[src/rtl/rlebp_pkg.sv]
// Package with the job descriptor, header characters and sequencer step codes.
package rlebp_pkg;

  // Longest run that one count byte can describe.
  localparam logic [7:0] RUN_CAP = 8'd255;

  // Magic header characters sent at the start of every message.
  localparam logic [7:0] HDR_I = 8'h49;
  localparam logic [7:0] HDR_R = 8'h52;
  localparam logic [7:0] HDR_L = 8'h4C;
  localparam logic [7:0] HDR_E = 8'h45;

  // Step codes of the output sequencer.
  localparam logic [2:0] STEP_HDR_I = 3'd0;
  localparam logic [2:0] STEP_HDR_R = 3'd1;
  localparam logic [2:0] STEP_HDR_L = 3'd2;
  localparam logic [2:0] STEP_HDR_E = 3'd3;
  localparam logic [2:0] STEP_P1_CNT = 3'd4;
  localparam logic [2:0] STEP_P1_VAL = 3'd5;
  localparam logic [2:0] STEP_P2_CNT = 3'd6;
  localparam logic [2:0] STEP_P2_VAL = 3'd7;

  // One (count, value) pair.
  typedef struct packed {
    logic [7:0] count;
    logic [7:0] value;
  } pair_t;

  // Work for the back end caused by one input item.
  typedef struct packed {
    logic  hdr;      // send the four header bytes
    logic  p1_vld;   // send the first pair
    pair_t p1;
    logic  p2_vld;   // send the second pair
    pair_t p2;
    logic  msg_end;  // the final byte of this job ends the message
  } job_t;

  // Queue handshake between front and back.
  typedef struct packed {
    logic valid;
    job_t job;
  } job_push_t;

endpackage

[src/rtl/rlebp_if.sv]
// Stream interfaces for raw input bytes and encoded output bytes.
interface rlebp_in_if;
  logic       valid;
  logic       ready;
  logic [7:0] byte_value;
  logic       is_last;
  logic       no_data;

  modport source (output valid, output byte_value, output is_last, output no_data,
                  input ready);
  modport sink (input valid, input byte_value, input is_last, input no_data,
                output ready);
endinterface

interface rlebp_out_if;
  logic       valid;
  logic       ready;
  logic [7:0] out_byte;
  logic       burst_end;
  logic       message_end;

  modport source (output valid, output out_byte, output burst_end, output message_end,
                  input ready);
  modport sink (input valid, input out_byte, input burst_end, input message_end,
                output ready);
endinterface

[src/rtl/rlebp_front.sv]
// Front end: accepts raw bytes, tracks the pending run and builds output jobs.
module rlebp_front (
  input  logic                clk,
  input  logic                rst_n,
  rlebp_in_if.sink            in_ch,
  output rlebp_pkg::job_push_t push,
  input  logic                push_ready
);

  logic       in_msg_r, in_msg_nxt;
  logic [7:0] cur_r, cur_nxt;
  logic [7:0] run_r, run_nxt;
  logic       take;
  logic [7:0] pend_cnt;
  logic [7:0] pend_val;
  rlebp_pkg::job_t job;

  // An item is taken whenever the queue has room; items without work skip it.
  assign in_ch.ready = push_ready;
  assign take        = in_ch.valid && push_ready;

  // Classify the item and work out the next run state.
  always_comb begin
    job        = '0;
    in_msg_nxt = in_msg_r;
    cur_nxt    = cur_r;
    run_nxt    = run_r;
    pend_cnt   = run_r;
    pend_val   = cur_r;
    if (in_ch.no_data) begin
      if (in_ch.is_last) begin
        if (!in_msg_r) begin
          job.hdr = 1'b1;
        end else begin
          job.p1_vld   = 1'b1;
          job.p1.count = run_r;
          job.p1.value = cur_r;
        end
        job.msg_end = 1'b1;
        in_msg_nxt  = 1'b0;
        cur_nxt     = '0;
        run_nxt     = '0;
      end
    end else begin
      if (!in_msg_r) begin
        job.hdr  = 1'b1;
        pend_cnt = 8'd1;
        pend_val = in_ch.byte_value;
      end else if (in_ch.byte_value == cur_r && run_r != rlebp_pkg::RUN_CAP) begin
        pend_cnt = run_r + 8'd1;
        pend_val = cur_r;
      end else begin
        job.p1_vld   = 1'b1;
        job.p1.count = run_r;
        job.p1.value = cur_r;
        pend_cnt     = 8'd1;
        pend_val     = in_ch.byte_value;
      end
      in_msg_nxt = 1'b1;
      cur_nxt    = pend_val;
      run_nxt    = pend_cnt;
      // Message end flushes the pending run into the next free pair slot.
      if (in_ch.is_last) begin
        if (job.p1_vld) begin
          job.p2_vld   = 1'b1;
          job.p2.count = pend_cnt;
          job.p2.value = pend_val;
        end else begin
          job.p1_vld   = 1'b1;
          job.p1.count = pend_cnt;
          job.p1.value = pend_val;
        end
        job.msg_end = 1'b1;
        in_msg_nxt  = 1'b0;
        cur_nxt     = '0;
        run_nxt     = '0;
      end
    end
  end

  assign push.valid = take && (job.hdr || job.p1_vld);
  assign push.job   = job;

  // Run state registers.
  always_ff @(posedge clk) begin
    if (!rst_n) begin
      in_msg_r <= 1'b0;
      cur_r    <= '0;
      run_r    <= '0;
    end else if (take) begin
      in_msg_r <= in_msg_nxt;
      cur_r    <= cur_nxt;
      run_r    <= run_nxt;
    end
  end

endmodule

[src/rtl/rlebp_queue.sv]
// Two-entry job queue between the front end and the back end.
module rlebp_queue (
  input  logic                 clk,
  input  logic                 rst_n,
  input  rlebp_pkg::job_push_t push,
  output logic                 push_ready,
  output logic                 pop_valid,
  output rlebp_pkg::job_t      pop_job,
  input  logic                 pop
);

  rlebp_pkg::job_t entry_r [2];
  logic       wr_ptr_r, rd_ptr_r;
  logic [1:0] count_r;
  logic       do_push, do_pop;

  assign push_ready = (count_r != 2'd2);
  assign pop_valid  = (count_r != 2'd0);
  assign pop_job    = entry_r[rd_ptr_r];
  assign do_push    = push.valid && push_ready;
  assign do_pop     = pop && pop_valid;

  // Entry storage.
  always_ff @(posedge clk) begin
    if (do_push) begin
      entry_r[wr_ptr_r] <= push.job;
    end
  end

  // Pointers and fill count.
  always_ff @(posedge clk) begin
    if (!rst_n) begin
      wr_ptr_r <= 1'b0;
      rd_ptr_r <= 1'b0;
      count_r  <= '0;
    end else begin
      if (do_push) begin
        wr_ptr_r <= ~wr_ptr_r;
      end
      if (do_pop) begin
        rd_ptr_r <= ~rd_ptr_r;
      end
      if (do_push && !do_pop) begin
        count_r <= count_r + 2'd1;
      end else if (do_pop && !do_push) begin
        count_r <= count_r - 2'd1;
      end
    end
  end

endmodule

[src/rtl/rlebp_back.sv]
// Back end: walks each job byte by byte into the registered output stage.
module rlebp_back (
  input  logic            clk,
  input  logic            rst_n,
  input  logic            job_valid,
  input  rlebp_pkg::job_t job_in,
  output logic            job_pop,
  rlebp_out_if.source     out_ch
);

  logic            busy_r, busy_nxt;
  rlebp_pkg::job_t job_r;
  logic [2:0]      step_r, step_nxt;
  logic            out_valid_r;
  logic [7:0]      out_byte_r, out_byte_nxt;
  logic            burst_end_r, burst_end_nxt;
  logic            msg_end_r, msg_end_nxt;

  rlebp_pkg::job_t cur_job;
  logic [2:0]      cur_step;
  logic [2:0]      start_step;
  logic            have;
  logic            load;
  logic            final_step;

  // The output register takes a byte when empty or being drained.
  assign load = !out_valid_r || out_ch.ready;

  // First step of a job fresh from the queue.
  assign start_step = job_in.hdr ? rlebp_pkg::STEP_HDR_I : rlebp_pkg::STEP_P1_CNT;

  assign cur_job  = busy_r ? job_r : job_in;
  assign cur_step = busy_r ? step_r : start_step;
  assign have     = busy_r || job_valid;
  assign job_pop  = load && !busy_r && job_valid;

  // Select the byte for the current step and find the next step.
  always_comb begin
    out_byte_nxt = '0;
    step_nxt     = cur_step + 3'd1;
    final_step   = 1'b0;
    case (cur_step)
      rlebp_pkg::STEP_HDR_I:  out_byte_nxt = rlebp_pkg::HDR_I;
      rlebp_pkg::STEP_HDR_R:  out_byte_nxt = rlebp_pkg::HDR_R;
      rlebp_pkg::STEP_HDR_L:  out_byte_nxt = rlebp_pkg::HDR_L;
      rlebp_pkg::STEP_HDR_E: begin
        out_byte_nxt = rlebp_pkg::HDR_E;
        final_step   = !cur_job.p1_vld;
      end
      rlebp_pkg::STEP_P1_CNT: out_byte_nxt = cur_job.p1.count;
      rlebp_pkg::STEP_P1_VAL: begin
        out_byte_nxt = cur_job.p1.value;
        final_step   = !cur_job.p2_vld;
      end
      rlebp_pkg::STEP_P2_CNT: out_byte_nxt = cur_job.p2.count;
      rlebp_pkg::STEP_P2_VAL: begin
        out_byte_nxt = cur_job.p2.value;
        final_step   = 1'b1;
      end
      default: out_byte_nxt = '0;
    endcase
    burst_end_nxt = final_step;
    msg_end_nxt   = final_step && cur_job.msg_end;
    busy_nxt      = !final_step;
  end

  // Sequencer control and output valid.
  always_ff @(posedge clk) begin
    if (!rst_n) begin
      busy_r      <= 1'b0;
      out_valid_r <= 1'b0;
    end else if (load) begin
      out_valid_r <= have;
      if (have) begin
        busy_r <= busy_nxt;
      end
    end
  end

  // Payload registers.
  always_ff @(posedge clk) begin
    if (load && have) begin
      job_r       <= cur_job;
      step_r      <= step_nxt;
      out_byte_r  <= out_byte_nxt;
      burst_end_r <= burst_end_nxt;
      msg_end_r   <= msg_end_nxt;
    end
  end

  assign out_ch.valid       = out_valid_r;
  assign out_ch.out_byte    = out_byte_r;
  assign out_ch.burst_end   = burst_end_r;
  assign out_ch.message_end = msg_end_r;

endmodule

[src/rtl/rle_byte_pair_encoder_top.sv]
// Run-length encoder top level producing (count, value) byte pairs.
//
// in_ch carries one raw byte per transfer with is_last and no_data flags;
// out_ch carries one encoded byte per transfer with burst_end and
// message_end. Both use valid/ready; a transfer happens when both are high.
// Each message opens with the header bytes I, R, L, E, followed by a
// run count and value byte for every run of up to 255 equal bytes.
// The front end updates the run state in the cycle of the input transfer
// and writes a job into a two-entry queue; the back end emits one byte per
// cycle from its output register while a job waits and the receiver is ready.
// The first result byte of an item passes through the queue and then the output register.
// Throughput is set by the one-byte output port: an item that closes a run
// yields two bytes, a last byte that closes two runs four, one that extends
// a run none, a message start with its header four to six, so on a stream
// of distinct bytes the output port, not the input, is the limit. Input is taken every
// cycle while the queue has room.
// Synchronous active-low reset returns to the idle state between messages
// and empties the queue and output register. When the receiver stalls,
// the output byte holds, the queue fills and then in_ch.ready drops.
module rle_byte_pair_encoder_top (
  input logic          clk,
  input logic          rst_n,
  rlebp_in_if.sink     in_ch,
  rlebp_out_if.source  out_ch
);

  rlebp_pkg::job_push_t push;
  logic                 push_ready;
  logic                 job_valid;
  rlebp_pkg::job_t      job;
  logic                 job_pop;

  rlebp_front u_front (
    .clk        (clk),
    .rst_n      (rst_n),
    .in_ch      (in_ch),
    .push       (push),
    .push_ready (push_ready)
  );

  rlebp_queue u_queue (
    .clk        (clk),
    .rst_n      (rst_n),
    .push       (push),
    .push_ready (push_ready),
    .pop_valid  (job_valid),
    .pop_job    (job),
    .pop        (job_pop)
  );

  rlebp_back u_back (
    .clk       (clk),
    .rst_n     (rst_n),
    .job_valid (job_valid),
    .job_in    (job),
    .job_pop   (job_pop),
    .out_ch    (out_ch)
  );

endmodule

[src/flat_wrapper.sv]
// flat-port wrapper written by rule: the top's interface ports become plain ports
module rle_byte_pair_encoder_top_flat 
  (clk, rst_n, in_ch_valid, in_ch_byte_value, in_ch_is_last, in_ch_no_data, in_ch_ready, out_ch_valid, out_ch_out_byte, out_ch_burst_end, out_ch_message_end, out_ch_ready);
  rlebp_in_if in_ch_i ();
  rlebp_out_if out_ch_i ();
  input logic clk;
  input logic rst_n;
  input wire logic [$bits(in_ch_i.valid)-1:0] in_ch_valid;
  input wire logic [$bits(in_ch_i.byte_value)-1:0] in_ch_byte_value;
  input wire logic [$bits(in_ch_i.is_last)-1:0] in_ch_is_last;
  input wire logic [$bits(in_ch_i.no_data)-1:0] in_ch_no_data;
  output wire logic [$bits(in_ch_i.ready)-1:0] in_ch_ready;
  output wire logic [$bits(out_ch_i.valid)-1:0] out_ch_valid;
  output wire logic [$bits(out_ch_i.out_byte)-1:0] out_ch_out_byte;
  output wire logic [$bits(out_ch_i.burst_end)-1:0] out_ch_burst_end;
  output wire logic [$bits(out_ch_i.message_end)-1:0] out_ch_message_end;
  input wire logic [$bits(out_ch_i.ready)-1:0] out_ch_ready;
  assign in_ch_i.valid = in_ch_valid;
  assign in_ch_i.byte_value = in_ch_byte_value;
  assign in_ch_i.is_last = in_ch_is_last;
  assign in_ch_i.no_data = in_ch_no_data;
  assign in_ch_ready = in_ch_i.ready;
  assign out_ch_valid = out_ch_i.valid;
  assign out_ch_out_byte = out_ch_i.out_byte;
  assign out_ch_burst_end = out_ch_i.burst_end;
  assign out_ch_message_end = out_ch_i.message_end;
  assign out_ch_i.ready = out_ch_ready;
  rle_byte_pair_encoder_top u_core (.clk(clk), .rst_n(rst_n), .in_ch(in_ch_i), .out_ch(out_ch_i));
endmodule
[config.mk]
export PLATFORM = sky130hd
export DESIGN_NAME = rle_byte_pair_encoder_top_flat
export DESIGN_NICKNAME = d
export VERILOG_FILES = /design/src/rtl/rlebp_pkg.sv /design/src/rtl/rlebp_if.sv /design/src/rtl/rlebp_front.sv /design/src/rtl/rlebp_queue.sv /design/src/rtl/rlebp_back.sv /design/src/rtl/rle_byte_pair_encoder_top.sv /design/src/flat_wrapper.sv
export SDC_FILE = /design/constraint.sdc
export NUM_CORES = 1
export LEC_CHECK = 0
export CORE_MARGIN = 3
export CORE_UTILIZATION = 31
export CTS_BUF_LIST = sky130_fd_sc_hd__clkbuf_8 sky130_fd_sc_hd__clkbuf_16
export CTS_CLUSTER_DIAMETER = 30
export CTS_CLUSTER_SIZE = 8
export DETAILED_ROUTE_END_ITERATION = 10
export DONT_BUFFER_PORTS = 1
export PLACE_DENSITY = 0.56
export SLEW_MARGIN = 20
export SYNTH_ARGS = -nofsm -noshare
export SYNTH_HDL_FRONTEND = slang
export SYNTH_SLANG_ARGS = --single-unit
[constraint.sdc]
create_clock -name clk -period 3.7 [get_ports clk]
set_input_delay 0 -clock clk [delete_from_list [all_inputs] [get_ports clk]]
set_output_delay 0 -clock clk [all_outputs]
set_load 0.02 [all_outputs]
==> results_dict.tcl, run 1 <==
set metrics [dict create \
    status "completed" \
    cellLeakagePower_nw 2.57 \
    post-dp-hpwl_um 9520 \
    synth.avg_cell_area_um2 12.4 \
    cts_resized 0 \
    rsz0062_at_grt "false" \
    r2r_slack_ps 750 \
    grt_max_degree 71 \
    ys_seq_elements 144 \
    startpoint "in_ch_is_last" \
    hold_depth 3 \
    cp-start-kind "input pin" \
    synth.cell_area_um2 6470 \
    hp-start "in_ch_valid" \
    ioPinCount 26 \
    die_w_um 150 \
    synthTopCellsByArea "edfxtp_1 56%, dfxtp_1 7.4%, mux2i_1 6.3%" \
    yosysWarnings 0 \
    drv_cap 0 \
    cts_root_buf "clkbuf_16" \
    tightest_slew_ps 844 \
    r2r-start "u_core.u_front.in_msg_r" \
    synthDistinctLibCells 57 \
    netlist.area_leader.share_pct 55.7 \
    place_area_um2 6790 \
    synth_ff_type "edfxtp_1" \
    drc 0 \
    finalCritPeriodShare_pct 81.5 \
    io_buffer_count 0 \
    critPathKind "in -> reg" \
    grt_use_met2_pct 21.1 \
    synth_edf_count 120 \
    clock_path_buffers 2 \
    clock.fmax_mhz 331 \
    fillCellCount 1933 \
    grtUsageTotal_pct 13.6 \
    cts_tree "done" \
    wirelength_um 14700 \
    cts.clk_slew.worst_paths_ps 60 \
    ant_nets 0 \
    final_cell_count_no_fill 834 \
    dr.pass1.iters 5 \
    cts-buffers-inserted 17 \
    worstPathRequired_ps 4050 \
    cts.sinks 144 \
    powerDensity_nw_per_um2 730 \
    fin_nets 573 \
    yosys.area.top_type "edfxtp_1" \
    ff2ff_path_depth 8 \
    area_growth_pct 17.0 \
    path_cells "dlygate4sd3_1 > clkinv_1 > nand2_1 > nand3_1 > a21o_1 > inv_1 > ha_1 > or3_1 > a21oi_1" \
    critPathTopFamily "buffers and inverters" \
    hold_violations 0 \
    design.die.area_um2 22600 \
    hp-class "in -> reg" \
    slew_viol_final 0 \
    grtUsageMet1_pct 18.4 \
    finalInstanceArea_um2 7570 \
    post-place-ws_ps 813 \
    setup_viol 0 \
    syn_inst 522 \
    vias 4279 \
    grt_busiest_layer "met2" \
    dieHeight_um 150 \
    end_kind "flip-flop" \
    cts_max_level 4 \
    peakVddDrop_v 0.000244 \
    grt_pass1_wl_um 23500 \
    setup_ws_ps 683 \
    async_flop_share_pct 0 \
    first_iter_violations 539 \
    floorplan.initialDensity_pct 31.8 \
    overflow 0 \
    post-place-cells 778 \
    fin_util_pct 37.2 \
    place_congestion 0.905 \
    cts_hold_buf 24 \
    finClkSkew_ps 7.63 \
    whs_endpoint "u_core.u_front.run_r[6]" \
    synth_most_common_cell "edfxtp_1" \
    use_met3_pct 4.12 \
    cts_setup_buffers 0 \
    path_buf_inv 3 \
    rr_endpoint "u_core.u_queue.count_r[1]" \
    antenna_found_initial 1 \
    period_needed_ps 3020 \
    ys_seq_area_share_pct 63.1 \
    routedWlPerCell_um 17.6 \
    worstPathArrival_ps 3360 \
    clk_latency_ps 410 \
    setup_tns_ps 0 \
    grt_pass1_vias 4133 \
    row_count 52 \
    slowest_delay_ps 1090 \
    critical_path_peak_fanout 19 \
    core-area_um2 20400 \
    drive_above_1_share_pct 7.82 \
    synth_common_cells "120 x edfxtp_1, 66 x nand2_1, 43 x o21ai_0" \
    vias_per_cell 5.13 \
    crit_path_top_delay_cell "dlygate4sd3_1" \
    slew-limit-headroom_pct 43.5 \
]
==> registers in the layout, summed over array words and instances (netlist names), named ones only <==
name,count
u_core.u_back.busy_r,1
u_core.u_back.job_r,35
u_core.u_back.out_ch.burst_end,1
u_core.u_back.out_ch.message_end,1
u_core.u_back.out_ch.out_byte,8
u_core.u_back.out_ch.valid,1
u_core.u_back.step_r,3
u_core.u_front.cur_r,8
u_core.u_front.in_msg_r,1
u_core.u_front.run_r,8
u_core.u_queue.count_r,2
u_core.u_queue.entry_r,72
u_core.u_queue.rd_ptr_r,1
u_core.u_queue.wr_ptr_r,1
==> layout make-up <==
cell class	instances	area (um2)	area share, %
clock buffers	17	425	5.62
diodes	1	2.50	0.0331
multi-input cells	344	2260	29.9
clock inverters	14	109	1.44
well taps	270	338	4.46
flip-flops and latches	144	4090	54.0
inverters	11	41.3	0.545
repair buffers	33	308	4.07
==> through the flow <==
step | power [W] | hold WS, ps
floorplan | 0.00357 | 98.9
detailed placement | 0.00397 | 102
CTS | 0.00558 | 0.643
global placement | 0.00392 | 102
global route | 0.00584 | 26.2
finish | 0.00552 | 24.8
==> worst register-to-register path, cell delays in order, from the launching register on <==
cell and delay [ps]:
dfxtp_1 300, buf_4 270, clkinv_1 370, nor4_4 380
a21o_1 520, inv_1 140, ha_1 360, or3_1 380
a21oi_1 140
==> layout by cell type, fill, tap and decap left out, drive strengths merged, types with 2 or more instances in the layout <==
master       instances
mux2i               41
inv                 12
a211o                2
o211ai               9
clkbuf              17
xor2                 3
dlygate4sd3         24
a211oi               4
nor2                20
ha                   8
a32o                 8
a32oi                9
nor3                 3
and3                 2
a22oi                7
or3                  3
nand2b               3
clkinv              11
o21a                 3
nor2b                2
dfxtp               24
nand2               66
conb                14
o21ai               43
a31oi                6
o311ai               3
xnor2                8
and2                10
a221oi               2
bufinv               2
o2111ai              8
nand4               10
edfxtp             120
or4                  2
nor4                 5
a21oi               10
a21o                 3
nand3               16
buf                  9
==> cells by family after synthesis <==
logic type,synth area share [%]
flops,63.1
simple gates,10.8
compound gates,13.4
buf+inv,3.07
mux,6.52
xor+xnor,1.49
fa+ha+maj,1.55
other cells,0.0579
==> worst max-delay path by stage <==
stage,end,cells past startpoint
2_1_floorplan,u_core.u_queue.entry_r[0][0],8
3_3_place_gp,u_core.u_queue.count_r[1],8
3_5_place_dp,u_core.u_queue.count_r[1],8
4_1_cts,u_core.u_queue.count_r[1],9
5_1_grt,u_core.u_queue.count_r[1],9
6_report,u_core.u_queue.count_r[1],9
==> layer usage <==
layer	part of all wire [%]	routed length (um)	vias up
met5	0	0	-
met4	1.0	151	0
met3	4.8	700	13
met2	47	6860	100
met1	47	6960	2103
li1	-	-	2063
==> power by group <==
| part | switching [W] | internal [W] | leakage [nW] |
|---|---|---|---|
| sequential | 0.000219 | 0.00238 | 1.35 |
| clock | 0.000597 | 0.000960 | 0.275 |
| combinational | 0.000933 | 0.000436 | 0.948 |
Note: power is estimated with default switching activity, not from simulation.
==> inputs of run 2 (changes only) <==
==> constraint.sdc (replaced) <==
create_clock -name clk -period 2.6 [get_ports clk]
set_input_delay 0 -clock clk [delete_from_list [all_inputs] [get_ports clk]]
set_output_delay 0 -clock clk [all_outputs]
set_load 0.02 [all_outputs]
==> run 2 against run 1 <==
Sequential share of layout area shrank 0.28 points. Hold slack lost 7.7 ps. Clock power grew 52%. Via count is essentially flat. Largest cell class unchanged. Utilization grew 0.20 points.
==> results_dict.tcl, run 2 (synthesized netlist as in run 1, its figures left out) <==
set metrics [dict create \
    rsz0062_at_grt "false" \
    wirelength_um 14600 \
    vias 4276 \
    ant_nets 0 \
    cts_root_buf "clkbuf_16" \
    layout_commonest_cell "edfxtp_1" \
    die_w_um 150 \
    grt_pass1_wl_um 23600 \
    cts_max_level 4 \
    fin_nets 571 \
    mostFrequentLayoutCells "120 x edfxtp_1, 66 x nand2_1, 43 x o21ai_0" \
    cellLeakagePower_nw 2.59 \
    place_area_um2 6870 \
    r2r_slack_ps 310 \
    worstPathRequired_ps 2730 \
    pwr-share-seq_pct 46.1 \
    rr_endpoint "u_core.u_queue.entry_r[1][32]" \
    clkPwrFrac_pct 29.4 \
    largest_reg_flops 72 \
    finalCritPeriodShare_pct 88.0 \
    r2r-start "u_core.u_front.cur_r[7]" \
    grt_max_degree 61 \
    tightest_slew_ps 800 \
    cts_setup_buffers 0 \
    end_kind "flip-flop" \
    finClkSkew_ps 8.76 \
    slew_viol_final 0 \
    grt_pass1_vias 4200 \
    clk_latency_ps 420 \
    clock.fmax_mhz 437 \
    p_comb_share_pct 24.4 \
    setup_tns_ps 0 \
    io_buffer_count 0 \
    drive_above_1_share_pct 10.3 \
    path_cells "xnor2_1 > nand4_1 > nor2_1 > a21oi_1 > a211oi_1" \
    period_needed_ps 2290 \
    vias_per_cell 5.14 \
    hp-start "in_ch_no_data" \
    finalInstanceArea_um2 7610 \
    diodes 0 \
    design.die.area_um2 22600 \
    cts_tree "done" \
    cts.clk_slew.worst_paths_ps 60 \
    ff2ff_path_depth 5 \
    drc 0 \
    peakVddDrop_v 0.000380 \
    sw_frac_of_total_pct 31.9 \
    drv_cap 0 \
    hold_violations 0 \
    critical_path_peak_fanout 7 \
    crit_path_top_delay_cell "a211oi_1" \
    hp-class "in -> reg" \
    whs_endpoint "u_core.u_queue.entry_r[1][30]" \
    floorplan.initialDensity_pct 31.8 \
    slew-limit-headroom_pct 46.7 \
    slowest_delay_ps 550 \
    path_buf_inv 0 \
    powerDensity_nw_per_um2 1060 \
    setup_viol 0 \
    place_congestion 0.865 \
    critPathKind "reg -> reg" \
    largestRegisters "u_core.u_queue.entry_r x72, u_core.u_back.job_r x35" \
    overflow 0 \
    area_growth_pct 17.6 \
    grtUsageTotal_pct 13.5 \
    worstPathArrival_ps 2410 \
    cp-start-kind "flip-flop" \
    largest-register "u_core.u_queue.entry_r" \
    dieHeight_um 150 \
    status "completed" \
    routedWlPerCell_um 17.5 \
    post-dp-hpwl_um 9450 \
    first_iter_violations 653 \
    ioPinCount 26 \
    dr.pass1.iters 5 \
    p_int_w 0.00547 \
    clock_path_buffers 2 \
    row_count 52 \
    critPathTopFamily "simple AND/OR/NAND/NOR gates" \
    cts.sinks 144 \
    netSwitchingPower_w 0.00256 \
    cts-buffers-inserted 17 \
    antenna_found_initial 0 \
    hold_depth 2 \
    core-area_um2 20400 \
]
-- run 2: changes by cell type in the layout (fill, tap and decap cells not counted), sizes merged --
cell          delta
inv              +3
dlymetal6s4s     +1
clkinv           -5
diode            -1
dlygate4sd3     -10
buf              +7
clkbuf           +4
bufinv           -1
-- run 2: final cells by class --
cell class	instances	area (um2)
Multi-Input combinational cell	344	2260
Clock buffer	21	503
Clock inverter	11	83.8
Sequential cell	144	4090
Tap cell	270	338
Timing Repair Buffer	31	298
Fill cell	1904	12800
Inverter	11	41.3
-- run 2: repair_timing --
action | CTS | global route
endpoints found under the hold margin | 74 | 0
resized for setup | 0 | 1
endpoints found under the setup margin | 0 | 74
hold buffers | 15 | 0
-- run 2: through the flow --
stage	total power (W)	hold slack (ps)	setup WS, ps	utilization (%)	instances
global placement	0.00565	102	366	33.7	785
detailed placement	0.00570	101	338	33.7	785
finish	0.00803	17.1	312	37.4	832
global route	0.00848	51.1	164	37.4	832
CTS	0.00813	4.23	57.1	37.4	832
floorplan	0.00508	98.9	-334	-	535
-- run 2: worst max-delay path by stage --
stage,from,cells past startpoint,slack [ps],end
6_report,u_core.u_front.cur_r[7],5,310,u_core.u_queue.entry_r[1][32]
5_1_grt,in_ch_is_last,9,160,u_core.u_queue.count_r[1]
4_1_cts,in_ch_is_last,9,60,u_core.u_queue.count_r[1]
3_5_place_dp,flip-flop,5,340,u_core.u_back.out_ch.out_byte[0]
3_3_place_gp,u_core.u_front.run_r[1],9,370,u_core.u_queue.count_r[1]
2_1_floorplan,u_core.u_front.run_r[0],8,-330,u_core.u_queue.entry_r[0][0]
-- run 2: layer usage --
layer	track usage [%]	share of wire (%)	wire, um
met1	17.7	46	6740
met2	21.6	48	6990
met3	3.22	3.6	523
met4	5.76	2.0	298
met5	0	0	0
-- run 2: power by group through the flow --
stage,combinational [W],sequential [W],clock [W]
6_report,0.00196,0.00371,0.00237
5_1_grt,0.00218,0.00378,0.00252
3_5_place_dp,0.00194,0.00375,0
4_1_cts,0.00199,0.00371,0.00243
3_3_place_gp,0.00192,0.00374,0
2_1_floorplan,0.00142,0.00366,0
